File: config.mk
export PLATFORM = sky130hd
export DESIGN_NAME = qtoe_cordic
export DESIGN_NICKNAME = d
export VERILOG_FILES = /design/src/hdl/qtoe_pkg.sv /design/src/hdl/qtoe_cordic.sv
export SDC_FILE = /design/constraint.sdc
export NUM_CORES = 2
export LEC_CHECK = 0
export BUFFER_PORTS_ARGS = -buffer_cell sky130_fd_sc_hd__buf_2
export CORE_ASPECT_RATIO = 0.8
export CORE_MARGIN = 3
export CORE_UTILIZATION = 54
export CTS_BUF_LIST = sky130_fd_sc_hd__clkbuf_16
export DETAILED_ROUTE_END_ITERATION = 8
export PLACE_DENSITY = 0.69
export SETUP_SLACK_MARGIN = 0.2
export SKIP_CTS_REPAIR_TIMING = 1
export SYNTH_ARGS = -nofsm -noshare
export SYNTH_HDL_FRONTEND = slang
export SYNTH_SLANG_ARGS = --single-unit
File: constraint.sdc
create_clock -name clk -period 6.3 [get_ports clk]
set_input_delay 0.63 -clock clk [delete_from_list [all_inputs] [get_ports clk]]
set_output_delay 0.63 -clock clk [all_outputs]
set_load 0.02 [all_outputs]
File: src/hdl/qtoe_pkg.sv
package qtoe_pkg;

    // Default number of CORDIC micro-rotations and the largest supported.
    localparam int CORDIC_STAGES_DEF = 16;
    localparam int MAX_STAGES        = 24;

    // Widths of the internal data paths.
    localparam int PW     = 32;  // one 16x16 product
    localparam int SW     = 30;  // saturated asin argument, +-2^28
    localparam int CW     = 36;  // CORDIC coordinates, 2^28 = 1.0
    localparam int ZW     = 27;  // angle accumulator, 1/65536 degree
    localparam int RW     = 58;  // square root radicand and partial root
    localparam int ROOT_W = 29;  // square root result, at most 2^28

    typedef logic signed [CW-1:0] coord_t;
    typedef logic signed [ZW-1:0] angle_t;

    // Data that rides along the square root pipeline.
    typedef struct packed {
        logic signed [SW-1:0] s;
        logic                 clamp;
        coord_t               roll_y;
        coord_t               roll_x;
        coord_t               yaw_y;
        coord_t               yaw_x;
    } side_t;

    localparam angle_t HALF_TURN = 27'sd11796480;

    // atan(2^-i) in 1/65536 degree, rounded to nearest.
    function automatic angle_t atan_deg(input int i);
        angle_t a;
        case (i)
            0:       a = 27'sd2949120;
            1:       a = 27'sd1740967;
            2:       a = 27'sd919879;
            3:       a = 27'sd466945;
            4:       a = 27'sd234379;
            5:       a = 27'sd117304;
            6:       a = 27'sd58666;
            7:       a = 27'sd29335;
            8:       a = 27'sd14668;
            9:       a = 27'sd7334;
            10:      a = 27'sd3667;
            11:      a = 27'sd1833;
            12:      a = 27'sd917;
            13:      a = 27'sd458;
            14:      a = 27'sd229;
            15:      a = 27'sd115;
            16:      a = 27'sd57;
            17:      a = 27'sd29;
            18:      a = 27'sd14;
            19:      a = 27'sd7;
            20:      a = 27'sd4;
            21:      a = 27'sd2;
            22:      a = 27'sd1;
            default: a = '0;
        endcase
        return a;
    endfunction

endpackage

File: src/hdl/qtoe_cordic.sv
module qtoe_cordic #(
    parameter int STAGES = qtoe_pkg::CORDIC_STAGES_DEF
) (
    input  logic              clk,
    input  logic              rst_n,
    input  logic              in_valid,
    input  qtoe_pkg::coord_t  y_in,
    input  qtoe_pkg::coord_t  x_in,
    output logic              out_valid,
    output qtoe_pkg::angle_t  angle
);
    import qtoe_pkg::*;

    // Pre-rotation stage: folds a vector in the left half plane over.
    logic   v0_reg, zero0_reg;
    coord_t x0_reg, y0_reg;
    angle_t z0_reg;

    logic   v_reg    [STAGES];
    logic   zero_reg [STAGES];
    coord_t x_reg    [STAGES];
    coord_t y_reg    [STAGES];
    angle_t z_reg    [STAGES];

    always_ff @(posedge clk or negedge rst_n)
    begin
        if (!rst_n)
        begin
            v0_reg <= 1'b0;
        end
        else
        begin
            v0_reg <= in_valid;
        end
    end

    always_ff @(posedge clk)
    begin
        zero0_reg <= (x_in == '0) && (y_in == '0);
        if (x_in < 0)
        begin
            x0_reg <= -x_in;
            y0_reg <= -y_in;
            z0_reg <= (y_in >= 0) ? HALF_TURN : -HALF_TURN;
        end
        else
        begin
            x0_reg <= x_in;
            y0_reg <= y_in;
            z0_reg <= '0;
        end
    end

    for (genvar i = 0; i < STAGES; i++)
    begin : g_stage
        localparam angle_t ANG = atan_deg(i);
        coord_t xi, yi;
        angle_t zi;
        logic   vi, zri;

        if (i == 0)
        begin : g_first
            assign xi  = x0_reg;
            assign yi  = y0_reg;
            assign zi  = z0_reg;
            assign vi  = v0_reg;
            assign zri = zero0_reg;
        end
        else
        begin : g_rest
            assign xi  = x_reg[i-1];
            assign yi  = y_reg[i-1];
            assign zi  = z_reg[i-1];
            assign vi  = v_reg[i-1];
            assign zri = zero_reg[i-1];
        end

        always_ff @(posedge clk or negedge rst_n)
        begin
            if (!rst_n)
            begin
                v_reg[i] <= 1'b0;
            end
            else
            begin
                v_reg[i] <= vi;
            end
        end

        always_ff @(posedge clk)
        begin
            zero_reg[i] <= zri;
            if (yi >= 0)
            begin
                x_reg[i] <= xi + (yi >>> i);
                y_reg[i] <= yi - (xi >>> i);
                z_reg[i] <= zi + ANG;
            end
            else
            begin
                x_reg[i] <= xi - (yi >>> i);
                y_reg[i] <= yi + (xi >>> i);
                z_reg[i] <= zi - ANG;
            end
        end
    end

    assign out_valid = v_reg[STAGES-1];
    assign angle     = zero_reg[STAGES-1] ? '0 : z_reg[STAGES-1];

endmodule

# After elaboration in Yosys (flattened, before gate mapping)
# Memories as Yosys holds them, arrays and structs flattened.
# Index checks and enable logic that the tools add are counted.
[word_totals]
memories = 4
out_inout_bits = 28
wordCells = 291
regBits = 117
inputBits = 75
ramBits = 1600
[op_classes]
n_mux = 100
n_reduce_logical = 3
n_lt_le_gt_ge = 18
n_bitwise = 48
addsub = 97
[mem_list]
columns = ["name", "depth", "word_bits", "rd", "rd_clocked_by_memory_dff", "wr", "line_no", "rtl"]
rows = [
  ["x_reg", 16, 36, 15, 0, 16, "qtoe_cordic.sv:21", "coord_t x_reg [STAGES];"],
  ["y_reg", 16, 36, 15, 0, 16, "qtoe_cordic.sv:22", "coord_t y_reg [STAGES];"],
  ["z_reg", 16, 27, 16, 0, 16, "qtoe_cordic.sv:23", "angle_t z_reg [STAGES];"],
  ["zero_reg", 16, 1, 16, 0, 16, "qtoe_cordic.sv:20", "logic zero_reg [STAGES];"],
]
[op_table]
columns = ["cell", "n"]
rows = [
  ["2-to-1 mux 36 bit", 34],
  [">= comparator 36 x 1 -> 1 bit, second input constant", 17],
  ["2-to-1 mux 27 bit", 18],
  ["adder 36 x 21 -> 36 bit", 2],
  ["adder 36 x 22 -> 36 bit", 2],
  ["adder 36 x 23 -> 36 bit", 2],
  ["adder 36 x 24 -> 36 bit", 2],
  ["adder 36 x 25 -> 36 bit", 2],
  ["adder 36 x 26 -> 36 bit", 2],
  ["adder 36 x 27 -> 36 bit", 2],
  ["adder 36 x 28 -> 36 bit", 2],
  ["adder 36 x 29 -> 36 bit", 2],
  ["adder 36 x 30 -> 36 bit", 2],
  ["adder 36 x 31 -> 36 bit", 2],
  ["adder 36 x 32 -> 36 bit", 2],
  ["adder 36 x 33 -> 36 bit", 2],
  ["adder 36 x 34 -> 36 bit", 2],
  ["adder 36 x 35 -> 36 bit", 2],
  ["logical NOT 36 bit", 2],
  ["negator 36 bit", 2],
  ["subtractor 36 x 21 -> 36 bit", 2],
  ["subtractor 36 x 22 -> 36 bit", 2],
  ["subtractor 36 x 23 -> 36 bit", 2],
  ["subtractor 36 x 24 -> 36 bit", 2],
  ["other kinds (49)", 155],
]

# Logic depth before layout (Yosys ltp)
[logic_depth]
depth_word = 4
mapped_depth = 25
mapped_depth_nobuf = 25

# Worst setup path before layout
# Ideal clock, no wire load.
[synth_timing]
kind = "reg2reg"
startpoint = "memory x_reg[0][43] (netlist bit)"
endpoint = "memory y_reg[0][107] (netlist bit)"
slack_ps = 1430
path_stages_with_launch = 18
arrival_ps = 4798
synth_period_minus_slack_ps = 4870
setup_ps = 72
required_time_ps = 6228
n_path_buf = 0
path_cell_list = "dfxtp_1 or4_1 or3_1 or3_1 or3_1 or3_1 or3_1 or3_1 nand2_1 xor2_1 ha_1 a21o_1 a21o_1 a21oi_1 o21ai_0 a221o_1 a21oi_1 xnor2_1"
[synth_rtl]
columns = ["item", "line_no"]
rows = [
  ["from (decl)", "qtoe_cordic.sv:21"],
  ["to (decl)", "qtoe_cordic.sv:22"],
]

==> qor.yml <==
hp-class: "input port to flop"
status: "complete, no violations"
die_area_um2: 212000
final-setup-viol-count: 0
cts_buffers: 167
finalHoldViolCount: 0
slew_viol_final: 0
drc: 0
fin_nets: 14800
drt-total-wl_um: 322000
synth_top_area_share_pct: 26.4
drtAntennaViolNets: 0
cts_max_level: 4
cp-end-kind: "flop"
crit_required_ns: 7.04
crit_slowest_cell: "a211oi_1"
grtUsageTotal_pct: 29.2
start_util_pct: 54.6
num_vias: 96500
worstPathArrival_ns: 6.25
clock_latency_ns: 0.85
antenna_found_initial: 12
async_flop_share_pct: 1.14
synthTopCellsByArea: "dfxtp_1 26%, ha_1 16%, xnor2_1 10%"
grt_pass1_vias: 92000
largest_reg_flops: 505
rows: 148
dpl.hpwl_um: 262000
clock_sinks: 1489
io_buffers: 101
clock-root-buffer: "clkbuf_16"
maxSlewHeadroom_pct: 9.27
cap_violations: 0
grt_overflow: 0
cpPeakStageDelay_ns: 0.51
netlist_area_um2: 112000
routedWlPerCell_um: 20.0
path_cells: "nor3_1 > nand2_1 > or3_1 > nand2b_1 > or4_1 > or4_1 > nand2_1 > xnor2_1 > ha_1 > a21o_1 > or3_1 > a211oi_1 > o21bai_1 > o21ai_0 > o21ai_0 > a31o_2 > a21oi_1 > xnor2_1"
synth_seq_area_share_pct: 26.8
finClkSkew_ns: 0.0497
crit_type: "flop to flop"
cp-start-kind: "flop"
netlist-cell-type-count: 83
cts_tree: "built"
synth_common_cells: "1472 x dfxtp_1, 1435 x ha_1, 1281 x xnor2_1, 1204 x a21oi_1, 858 x nor2_1"
vias_per_cell: 5.99
post_synth.cell_area_avg_um2: 8.51
rsz0062_at_grt: "false"
core_um2: 204000
synth_edf_count: 0
clk_pin_slew_worst_paths_ns: 0.07
clock_path_buffers: 4
path_buf_inv: 0
gp_congestion: 0.948
critPathTopFamily: "simple AND/OR/NAND/NOR gates"
area_growth_pct: 8.33
io_pins: 103
yosysWarningCount: 0
syn_inst: 13100
fin_tns_setup_ns: 0
fmax_mhz: 182
ys_seq_elements: 1489
dr.pass1.iters: 6
fp.dieH_um: 413
drive_above_1_share_pct: 4.11
period_needed_ns: 5.50
fin_util_pct: 59.2
path_max_fanout: 6
die_x_um: 514
yosys.area.top_type: "dfxtp_1"
grt_pass1_wl_um: 505000
synthFlopType: "dfxtp_1"
yosysMostFrequentCell: "dfxtp_1"
period_share_pct: 87.4
tightest_slew_ns: 1.35
drt-initial-drc-count: 7017
grt_max_degree: 77
## cells by family (layout without fill, tap and decap cells)
kind of cell               count (synthesis)  after routing  synth area share (%)
AOI/OAI and AO/OA                       4062           4062                  23.2
and+or+nand+nor                         3337           3337                  15.0
xor gates and xnor gates                1973           1973                  15.5
DFF                                     1489           1489                  26.8
adders and majority gates               1475           1475                  16.8
buffers and inverters                    749            975                  2.52
muxes                                     31             31                 0.282
other                                      1             86               0.00336
## final timing paths
check	from	endpoint	slack [ns]	depth (start not counted)
max	y_reg[0][186]	x_reg[0][248]	0.80	18
min	x_in[20]	g_stage[0].xi[20]	0.02	2
max reg2reg	y_reg[0][186]	x_reg[0][248]	0.80	18
min reg2reg	zero_reg[3][1]	zero_reg[4][0]	0.33	0
max in group asynchronous	rst_n	g_stage[15].vi	5.76	2
min in group asynchronous	rst_n	g_stage[0].vi	0.25	2
## cells in the final DEF, fill, tap and decap left out, drive strengths merged, types with 26 or more instances in the layout
cell type | netlist | final
dfxtp | 1472 | 1472
ha | 1435 | 1435
xnor2 | 1281 | 1281
a21oi | 1204 | 1204
nor2 | 858 | 858
o21ai | 849 | 849
nand2 | 737 | 737
xor2 | 692 | 692
a21o | 591 | 591
inv | 511 | 551
nand2b | 265 | 265
o31ai | 264 | 264
nand3 | 234 | 234
nor2b | 231 | 231
nor3 | 226 | 226
o21a | 189 | 189
o21bai | 182 | 182
or3 | 174 | 174
clkbuf | 206 | 170
or4 | 157 | 157
buf | 27 | 139
o41ai | 126 | 126
a31oi | 112 | 112
a211oi | 106 | 106
and3 | 94 | 94
nand4 | 91 | 91
conb | 1 | 79
or2 | 72 | 72
nor4 | 70 | 70
clkinv | 5 | 62
o211ai | 55 | 55
and2 | 45 | 45
a31o | 41 | 41
fa | 40 | 40
a211o | 30 | 30
mux2i | 27 | 27
o22ai | 27 | 27
a221oi | 26 | 26
nand3b | 26 | 26
## routing by layer
metal / GRT usage (%) / vias up / wire, µm
li1: - / 47800 / -
met1: 38.9 / 45500 / 147000
met2: 49.3 / 2638 / 148000
met3: 3.62 / 532 / 17800
met4: 8.54 / 2 / 9350
met5: 0 / - / 13
## through the flow
stage | std cells | area [µm²] | hold WS [ns] | setup slack, ns
after floorplan | 13200 | 112000 | 0.310 | 1.43
after global placement | 15800 | 115000 | 0.309 | 0.792
after detailed placement | 15800 | 115000 | 0.312 | 0.911
after CTS | 16100 | 121000 | -0.341 | 0.866
after global routing | 16100 | 121000 | -0.00771 | 0.505
final | 16100 | 121000 | 0.0212 | 0.796
## area by class of cell
type,count,area [µm²]
antenna,7,17.5
clock buffer,170,4250
clock inverter,127,1180
fill,18400,83400
inverter,516,1940
multi-input combinational,11000,79300
sequential,1489,29900
tap,2700,3380
timing repair buffer,162,1030
Power is not shown: default switching activity piles up to over one toggle a cycle in this logic, so the estimate is an artifact.
